===== config.mk =====
export PLATFORM = sky130hd
export DESIGN_NAME = ssp_front
export DESIGN_NICKNAME = d
export VERILOG_FILES = /design/src/rtl/core/ssp_pkg.sv /design/src/rtl/core/ssp_front.sv
export SDC_FILE = /design/constraint.sdc
export NUM_CORES = 1
export LEC_CHECK = 0
export BUFFER_PORTS_ARGS = -buffer_cell sky130_fd_sc_hd__buf_4
export CAP_MARGIN = 20
export CORE_MARGIN = 2
export CORE_UTILIZATION = 35
export CTS_CLUSTER_DIAMETER = 30
export DETAILED_ROUTE_END_ITERATION = 6
export HOLD_SLACK_MARGIN = 0.03
export PLACE_DENSITY_LB_ADDON = 0.15
export SLEW_MARGIN = 5
export SYNTH_ARGS = -nofsm -noshare
export SYNTH_HDL_FRONTEND = slang
export SYNTH_SLANG_ARGS = --single-unit

===== constraint.sdc =====
create_clock -name clk_i -period 3.65 [get_ports clk_i]
set_input_delay 0.5475 -clock clk_i [delete_from_list [all_inputs] [get_ports clk_i]]
set_output_delay 0.5475 -clock clk_i [all_outputs]
set_load 0.03 [all_outputs]

===== src/rtl/core/ssp_pkg.sv =====
// ssp_pkg: shared types and constants of the shortest-path core.
// No dependencies; used by every module in rtl/core.
package ssp_pkg;

  localparam int unsigned NODE_W   = 11;
  localparam int unsigned WEIGHT_W = 30;
  localparam int unsigned DIST_W   = 31;

  localparam logic [DIST_W-1:0] UNREACH = 31'h7fff_ffff;

  // operation codes
  localparam logic [1:0] OP_ADD  = 2'd0;
  localparam logic [1:0] OP_RUN  = 2'd1;
  localparam logic [1:0] OP_READ = 2'd2;

  // status codes
  localparam logic [1:0] STAT_OK    = 2'd0;
  localparam logic [1:0] STAT_FULL  = 2'd1;
  localparam logic [1:0] STAT_RANGE = 2'd2;

  // configuration register indexes
  localparam logic CFG_NODE_COUNT = 1'b0;
  localparam logic CFG_SOURCE     = 1'b1;

  typedef enum logic [1:0] {
    KIND_ADD,
    KIND_RUN,
    KIND_READ,
    KIND_NOP
  } kind_e;

  typedef struct packed {
    logic [1:0]          operation;
    logic [NODE_W-1:0]   from_node;
    logic [NODE_W-1:0]   to_node;
    logic [WEIGHT_W-1:0] weight;
    logic [NODE_W-1:0]   query_node;
  } in_item_t;

  typedef struct packed {
    logic [DIST_W-1:0] distance;
    logic [1:0]        status;
  } result_t;

  // classified item handed from front to back
  typedef struct packed {
    kind_e               kind;
    logic                bad;
    logic [NODE_W-1:0]   from_node;
    logic [NODE_W-1:0]   to_node;
    logic [WEIGHT_W-1:0] weight;
    logic [NODE_W-1:0]   query_node;
  } task_t;

endpackage


===== src/rtl/core/ssp_front.sv =====
// ssp_front: accepts input items, classifies them and queues them (two entries).
// Depends on ssp_pkg.
module ssp_front #(
  parameter int unsigned MAX_NODES = 1024
) (
  input  logic                        clk_i,
  input  logic                        rst_ni,
  input  logic                        in_valid_i,
  output logic                        in_ready_o,
  input  ssp_pkg::in_item_t           in_item_i,
  input  logic [ssp_pkg::NODE_W-1:0]  node_count_i,
  input  logic [ssp_pkg::NODE_W-1:0]  source_node_i,
  input  logic                        init_busy_i,
  output logic                        task_valid_o,
  input  logic                        task_ready_i,
  output ssp_pkg::task_t              task_o
);

  ssp_pkg::task_t fifo_q [2];
  logic           wp_q, rp_q;
  logic [1:0]     cnt_q;
  ssp_pkg::task_t cls;
  logic [31:0]    n_eff;
  logic           push, pop;

  // effective node count
  assign n_eff = (32'(node_count_i) > 32'(MAX_NODES)) ? 32'(MAX_NODES) : 32'(node_count_i);

  // classify the incoming item
  always_comb begin
    cls.from_node  = in_item_i.from_node;
    cls.to_node    = in_item_i.to_node;
    cls.weight     = in_item_i.weight;
    cls.query_node = in_item_i.query_node;
    cls.kind       = ssp_pkg::KIND_NOP;
    cls.bad        = 1'b0;
    unique case (in_item_i.operation)
      ssp_pkg::OP_ADD: begin
        cls.kind = ssp_pkg::KIND_ADD;
        cls.bad  = (in_item_i.from_node == '0) || (in_item_i.to_node == '0) ||
                   (32'(in_item_i.from_node) > 32'(MAX_NODES)) ||
                   (32'(in_item_i.to_node) > 32'(MAX_NODES));
      end
      ssp_pkg::OP_RUN: begin
        cls.kind = ssp_pkg::KIND_RUN;
        cls.bad  = (n_eff == '0) || (source_node_i == '0) ||
                   (32'(source_node_i) > n_eff);
      end
      ssp_pkg::OP_READ: begin
        cls.kind = ssp_pkg::KIND_READ;
        cls.bad  = (in_item_i.query_node == '0) ||
                   (32'(in_item_i.query_node) > n_eff);
      end
      default: begin
        cls.kind = ssp_pkg::KIND_NOP;
      end
    endcase
  end

  assign in_ready_o   = (cnt_q != 2'd2) && !init_busy_i;
  assign push         = in_valid_i && in_ready_o;
  assign task_valid_o = (cnt_q != 2'd0);
  assign pop          = task_valid_o && task_ready_i;
  assign task_o       = fifo_q[rp_q];

  // queue storage
  always_ff @(posedge clk_i) begin
    if (push) begin
      fifo_q[wp_q] <= cls;
    end
  end

  // queue pointers
  always_ff @(posedge clk_i or negedge rst_ni) begin
    if (!rst_ni) begin
      wp_q  <= 1'b0;
      rp_q  <= 1'b0;
      cnt_q <= 2'd0;
    end else begin
      if (push) wp_q <= ~wp_q;
      if (pop)  rp_q <= ~rp_q;
      cnt_q <= cnt_q + 2'(push) - 2'(pop);
    end
  end

endmodule


==> key figures, run 1 <==
Run status
  – Status: completed

Yosys
  – Post-Syn Nets: 440
  – Top_reg_cell synth: edfxtp_1
  – Area leader, netlist: edfxtp_1
  – Async S/R FF share, synth: 0.0294
  – Yosys warning count: 0
  – Synth Instances: 324
  – Distinct cells, synth: 36
  – Number of synthesized flops with an enable pin: 132
  – Number of synthesized register bits: 136
  – Ranking of synthesized cells by area: edfxtp_1, mux2_2, ha_1, dfrtp_1, nor4_1
  – Mean area per synthesized cell: 17.5 um^2
  – Top cell type's share of synthesized area: 0.699
  – Count leader, synth: edfxtp_1
  – Register area share after synthesis: 0.717
  – Mapped Area: 5670 um^2
  – Commonest cells in the netlist: edfxtp_1, mux2_2, ha_1, nand2_1, nor4_1

STA
  – Fin. Hold Viols: 0
  – RSZ-0062 raised after global routing: no
  – Final Max Tran Viols: 0
  – Tcrit/Tclk final: 0.698
  – Post-route setup TNS: 0 ns
  – Fin Clk Skew: 0.00555 ns
  – PnR worst setup slack: 1.10 ns
  – Min Tclk post-route: 2.55 ns
  – Relative slew margins: 0.356
  – Max Fclk: 393 MHz
  – Finish-stage setup viols: 0
  – Worst-Margin Slew: 0.966 ns

Place
  – Port buffer count: 159
  – Hpwl dp: 8260 um
  – Routability Congestion: 0.819
  – Pre-CTS setup slack: 1.18 ns
  – Placed cell area: 7140 um^2

Clock network
  – Htree depth: 4
  – CTS root buf: clkbuf_16
  – Clk sinks: 136
  – Clk slew on worst S/H paths: 0.06 ns
  – Total CTS buffers: 17
  – Worst-Skew Late Latency: 0.41 ns
  – CTS tree: done
  – Clock Path Buffers: 2
  – Setup Buffers After CTS: 0

Route
  – Pre-Repair DR Iteration Count: 4
  – Post-DRT Antenna Nets: 0
  – Routed wire length: 12100 um
  – Vias per inst: 4.74
  – Vias: 3431
  – Post-route DRC: 0
  – Avg WL per Cell: 16.7 um
  – Initial drt markers: 160

Final layout
  – Area grow syn2layout: 36.3%
  – Post-Layout Inst Area: 7730 um^2
  – Layout cells sized above 1: 0.518
  – Final-layout fill cell count: 1425
  – NumNets Final: 612
  – # diodes: 0
  – Final core utilization: 0.486

Die
  – Die Y: 131 um
  – Core Region: 15900 um^2
  – Initial Utilization: 0.357
  – Die Footprint: 17200 um^2
  – FP Rows: 46
  – Number of I/O pins: 160
  – Die W: 131 um

GRT
  – Initial antenna violation count: 0
  – Number of global-route vias before repair: 3653
  – GR Util All Layers: 0.143
  – Aggregate global routing overflow: 0
  – Largest net degree at the start of global routing: 67
  – First-pass GRT wire length: 19000 um

Pwr
  – PwrDens: 723 nW/um^2
  – Switching share of total power: 0.319
  – Leak: 2.93 nW
  – Net load switching power: 0.00178 W
  – Combinational share of power: 0.336
  – Worst VDD drop: 0.000327 V
  – Sequential Power Share: 0.365
  – Power Internal: 0.00380 W
  – Clock share of power: 0.298

Critical path
  – WP data arrival: 2.00 ns
  – Worst path cell trace: buf_12 > mux2_2 > buf_4
  – Crit path max fanout: 52
  – Worst setup EP type: output port
  – Required time worst endpoint: 3.10 ns
  – Top delay family on crit path: flip-flops
  – Slowest-stage cell, CP: dfrtp_2
  – CP Class: reg -> out
  – CP Launch Type: flop
  – Max incr delay on CP: 0.64 ns
  – CP bufs+invs: 2

Run
  – Max-cap viol count: 0

Worst hold path
  – Hold crit path type: in -> reg
repair_timing:
action / in CTS / in global routing
hold buffers: 1 / 0
hold endpoints to repair: 4 / 0
resized for setup: 0 / 0
worst reg2reg max path, cell delays in order (launching register included):
cell and delay, ns:
dfrtp_1 0.37, inv_1 0.05, a21oi_1 0.22, and3_4 0.87
layout make-up:
cell class / instances / area [um^2] / share of cell area
flip-flops and latches: 136 / 4070 / 0.526
well taps: 216 / 270 / 0.0350
multi-input cells: 171 / 1550 / 0.200
clock buffers: 17 / 425 / 0.0551
inverters: 7 / 26.3 / 0.00340
clock inverters: 14 / 156 / 0.0202
repair buffers: 163 / 1240 / 0.160
placed cells by master (no fill, tap or decap), types with 4 or more instances in the layout:
master       n
nand3_1      4
mux2_2      66
nor4_1      10
nand2_1     13
nor2_1       4
inv_1        7
ha_1        24
clkbuf_16   17
edfxtp_1   132
nand4_1      5
clkinv_2     5
buf_4      161
a21oi_1      6
power groups by stage:
stage	clock, W	sequential [W]	combinational, W
2_1_floorplan	0	0.00203	0.00126
3_3_place_gp	0	0.00207	0.00189
3_5_place_dp	0	0.00208	0.00190
4_1_cts	0.00171	0.00205	0.00192
5_1_grt	0.00177	0.00206	0.00199
6_report	0.00167	0.00204	0.00188
through the flow:
step                      hold slack [ns]  power (W)  std cells
final                               0.325    0.00559        724
after global routing                0.296    0.00583        724
after CTS                           0.302    0.00567        724
after detailed placement            0.347    0.00398        692
after global placement              0.345    0.00396        692
after floorplan                     0.252    0.00328        324
registers in the layout (all words and copies together), names as in the netlist:
register,flops
fifo_q,132
cnt_q,2
rp_q,1
wp_q,1
metal layers:
metal / up-vias / global-route usage / routed length [um]
met5: - / 0 / 0
met4: 0 / 0.0519 / 157
met3: 10 / 0.0475 / 620
met2: 115 / 0.241 / 5960
met1: 1672 / 0.170 / 5350
li1: 1634 / - / -
path summary, 6_finish.rpt:
path	startpoint	end	slack, ns	depth (start not counted)
setup / recovery	rp_q$_DFFE_PN0P_	task_o[51]	1.10	3
hold / removal	in_item_i[40]	fifo_q[1][40]$_DFFE_PP_	0.32	1
setup reg to reg	cnt_q[0]$_DFF_PN0_	fifo_q[1][32]$_DFFE_PP_	1.73	3
hold reg to reg	cnt_q[1]$_DFF_PN0_	cnt_q[1]$_DFF_PN0_	0.50	1
max in group asynchronous	rst_ni	rp_q$_DFFE_PN0P_	3.03	2
min in group asynchronous	rst_ni	cnt_q[0]$_DFF_PN0_	0.51	2
kinds of logic (layout without fill, tap and decap cells):
family	Yosys count	count (layout)	share of synthesized area
flops	136	136	0.717
mux	66	66	0.131
simple gates	52	52	0.0501
compound gates	25	25	0.0300
fa+ha+maj	24	24	0.0530
buf+inv	17	201	0.0128
xor+xnor	4	4	0.00618
Power figures use the tool's default switching activity.
==> run 2, diff against run 1 <==
ABC_AREA = 1   (was unset)
clock period = 2.4 ns   (was 3.65 ns; I/O delays follow)
==> run 2 against run 1 <==
Against the previous run:
- clock skew grew 0.0034 ns
- worst hold slack lost 0.20 ns
- die area grew 2.9%
- final area grew 4.0%
- largest power group is now combinational cells
- sequential power grew 50%
- non-clock buffer count grew 4
- utilization grew 0.17 points
- global-route usage grew 0.42 points
- cell count grew 28%
- synthesized area grew 3.0%
==> key figures, run 2 <==
Run status
  – Status: completed (unchanged)

Critical path
  – Crit path max fanout: 8 (was 52)
  – Crit path top cell by count: nand2_1
  – Max incr delay on CP: 0.33 ns (was 0.64 ns)
  – Worst path cell trace: buf_4 > or2_1 > nor2_2 > nand2_1 > nand2_2 > nand2_1 > ha_1 > a21oi_1 > nand2_1 > nand2_1 > nand3_1 > nand2_1 > nand2_1 > nand2_1 > nand3_2 (was buf_12 > mux2_2 > buf_4)
  – Worst setup EP type: flop (was output port)
  – Slowest-stage cell, CP: ha_1 (was dfrtp_2)
  – RR Startpoint: cnt_q[1]$_DFF_PN0_ (was cnt_q[0]$_DFF_PN0_)
  – Worst Setup SP: node_count_i[0] (was rp_q$_DFFE_PN0P_)
  – Top delay family on crit path: simple AND/OR/NAND/NOR gates (was flip-flops)
  – CP Class: in -> reg (was reg -> out)
  – Required time worst endpoint: 2.56 ns (was 3.10 ns)
  – CP bufs+invs: 1 (was 2)
  – WP data arrival: 2.17 ns (was 2.00 ns)
  – CP Launch Type: input pin (was flop)

Die
  – Die W: 133 um (was 131 um)
  – Initial Utilization: 0.354 (was 0.357)
  – Die Y: 133 um (was 131 um)
  – Core Region: 16500 um^2 (was 15900 um^2)
  – Number of I/O pins: 160 (unchanged)
  – FP Rows: 47 (was 46)
  – Die Footprint: 17700 um^2 (was 17200 um^2)

Yosys
  – Register area share after synthesis: 0.696 (was 0.717)
  – Synth Area in Compound Gates: 0.0109 (was 0.0300)
  – Count leader, synth: nand2_1 (was edfxtp_1)
  – Number of synthesized flops with an enable pin: 132 (unchanged)
  – Synth Instances: 522 (was 324)
  – Top cell type's share of synthesized area: 0.679 (was 0.699)
  – Post-Syn Nets: 638 (was 440)
  – Number of synthesized register bits: 136 (unchanged)
  – Post-synthesis simple-gate area fraction: 0.204 (was 0.0501)
  – Distinct cells, synth: 28 (was 36)
  – Area leader, netlist: edfxtp_1 (unchanged)
  – Commonest cells in the netlist: nand2_1, edfxtp_1, nor2_1, ha_1, inv_1 (was edfxtp_1, mux2_2, ha_1, nand2_1, nor4_1)
  – Xor/xnor cell area share of the yosys netlist: 0.00900 (was 0.00618)
  – Main combinational cell family by area after synthesis: simple AND/OR/NAND/NOR gates (was multiplexers)
  – Ranking of synthesized cells by area: edfxtp_1, nand2_1, ha_1, nor2_1, dfrtp_1 (was edfxtp_1, mux2_2, ha_1, dfrtp_1, nor4_1)
  – Adder-cell share of the synthesized area: 0.0514 (was 0.0530)
  – Mux cell area share after synthesis: 0 (was 0.131)
  – Mean area per synthesized cell: 11.2 um^2 (was 17.5 um^2)
  – Top_reg_cell synth: edfxtp_1 (unchanged)
  – Yosys warning count: 0 (unchanged)
  – Async S/R FF share, synth: 0.0294 (unchanged)
  – Mapped Area: 5840 um^2 (was 5670 um^2)

Route
  – Vias per inst: 4.46 (was 4.74)
  – Avg WL per Cell: 13.6 um (was 16.7 um)
  – Post-DRT Antenna Nets: 0 (unchanged)
  – Routed wire length: 12600 um (was 12100 um)
  – Pre-Repair DR Iteration Count: 4 (unchanged)
  – Post-route DRC: 0 (unchanged)
  – Initial drt markers: 196 (was 160)
  – Vias: 4130 (was 3431)

GRT
  – Initial antenna violation count: 0 (unchanged)
  – Aggregate global routing overflow: 0 (unchanged)
  – GR Util All Layers: 0.147 (was 0.143)
  – First-pass GRT wire length: 20200 um (was 19000 um)
  – Largest net degree at the start of global routing: 67 (unchanged)
  – Number of global-route vias before repair: 4035 (was 3653)

Place
  – Hpwl dp: 8600 um (was 8260 um)
  – Routability Congestion: 0.780 (was 0.819)
  – Port buffer count: 159 (unchanged)
  – Pre-CTS setup slack: -0.0242 ns (was 1.18 ns)

STA
  – Post-route setup TNS: 0 ns (unchanged)
  – RSZ-0062 raised after global routing: no (unchanged)
  – PnR worst setup slack: 0.382 ns (was 1.10 ns)
  – Worst-Margin Slew: 0.446 ns (was 0.966 ns)
  – Max Fclk: 496 MHz
  – Final Max Tran Viols: 0 (unchanged)
  – Finish-stage setup viols: 0 (unchanged)
  – Tcrit/Tclk final: 0.841
  – Relative slew margins: 0.703 (was 0.356)
  – Fin. Hold Viols: 0 (unchanged)
  – Min Tclk post-route: 2.02 ns
  – Fin Clk Skew: 0.00898 ns (was 0.00555 ns)

Final layout
  – Layout cells sized above 1: 0.294 (was 0.518)
  – Largest register FFs: 132 (unchanged)
  – Area grow syn2layout: 37.7% (was 36.3%)
  – Biggest register: fifo_q (unchanged)
  – Largest registers: fifo_q: 132 flops, cnt_q: 2 flops (unchanged)
  – Most frequent cells in the layout: nand2_1, buf_4, edfxtp_1, nor2_1, ha_1 (was buf_4, edfxtp_1, mux2_2, ha_1, clkbuf_16)
  – NumNets Final: 808 (was 612)
  – Most common cell after layout, fill and taps aside: nand2_1 (was buf_4)
  – # diodes: 0 (unchanged)

Pwr
  – Leak: 3.53 nW (was 2.93 nW)
  – Worst VDD drop: 0.000510 V (was 0.000327 V)
  – PwrDens: 1180 nW/um^2 (was 723 nW/um^2)

Worst hold path
  – Hold crit path type: in -> reg (unchanged)
  – Launch point of the worst hold path: in_item_i[18] (was in_item_i[40])

Clock network
  – Clk sinks: 136 (unchanged)
  – Htree depth: 4 (unchanged)
  – Clock Path Buffers: 2 (unchanged)
  – Total CTS buffers: 17 (unchanged)
  – Setup Buffers After CTS: 0 (unchanged)
  – CTS root buf: clkbuf_16 (unchanged)
  – CTS tree: done (unchanged)
  – Clk slew on worst S/H paths: 0.06 ns (about the same)
  – Cts repair resizes: 0 (unchanged)
  – Worst-Skew Late Latency: 0.41 ns (about the same)

Run
  – Max-cap viol count: 0 (unchanged)
==> run 2: changes by cell type after synthesis, moves of 3 or more <==
cell      delta
a31oi_1      -3
clkbuf_1     +6
inv_1       +17
mux2_2      -66
nand2_1    +239
nand3_1      +4
nor2_1      +24
nor4_1       -8
==> run 2: cell type report <==
| cell class | instances | area (um^2) |
|---|---|---|
| Fill cell | 1499 | 8430 |
| Sequential cell | 136 | 4070 |
| Multi-Input combinational cell | 345 | 1630 |
| Timing Repair Buffer | 167 | 1290 |
| Clock buffer | 19 | 433 |
| Tap cell | 220 | 275 |
| Clock inverter | 13 | 243 |
| Inverter | 25 | 93.8 |
==> run 2: stage by stage <==
step                      cells  hold WS, ns  utilization  total power, W  instance area [um^2]
after floorplan             522       0.0644            -         0.00528                  5860
after global placement      892        0.160        0.447         0.00667                  7350
after detailed placement    892        0.163        0.447         0.00670                  7350
after CTS                   925        0.109        0.488         0.00965                  8040
after global routing        925        0.107        0.488          0.0100                  8040
final                       925        0.128        0.488         0.00951                  8040
==> run 2: worst paths after layout <==
kind | end | slack, ns | cells past startpoint
worst max-delay path | fifo_q[0][63]$_DFFE_PP_ | 0.38 | 15
worst min-delay path | fifo_q[1][18]$_DFFE_PP_ | 0.13 | 1
worst max register to register | fifo_q[1][64]$_DFFE_PP_ | 0.67 | 4
worst min register to register | cnt_q[0]$_DFF_PN0_ | 0.54 | 1
max in group asynchronous | rp_q$_DFFE_PN0P_ | 2.00 | 2
min in group asynchronous | cnt_q[0]$_DFF_PN0_ | 0.29 | 2
==> run 2: logic make-up (layout without fill, tap and decap cells) <==
logic type | after synthesis | count (layout)
AO/OA/AOI/OAI | 11 | 11
XOR/XNOR | 6 | 6
AND/OR/NAND/NOR | 304 | 304
adder cells (fa/ha/maj) | 24 | 24
flip-flops | 136 | 136
buffers and inverters | 41 | 224
==> run 2: repair_timing <==
item                                    in CTS  in global routing
endpoints found under the setup margin       0                  0
endpoints found under the hold margin        4                  0
hold buffers                                 1                  0
==> run 2: routing by layer <==
metal | routed length (um) | vias up | global-route usage
li1 | - | 2078 | -
met1 | 5320 | 1932 | 0.175
met2 | 6520 | 107 | 0.255
met3 | 624 | 13 | 0.0426
met4 | 163 | 0 | 0.0502
met5 | 0 | - | 0
==> run 2: power breakdown <==
| group | switching [W] | internal, W | leakage (nW) | total [W] |
|---|---|---|---|---|
| registers | 0.0000890 | 0.00296 | 1.25 | 0.00305 |
| clock network | 0.000971 | 0.00196 | 0.324 | 0.00294 |
| logic | 0.00236 | 0.00117 | 1.96 | 0.00353 |
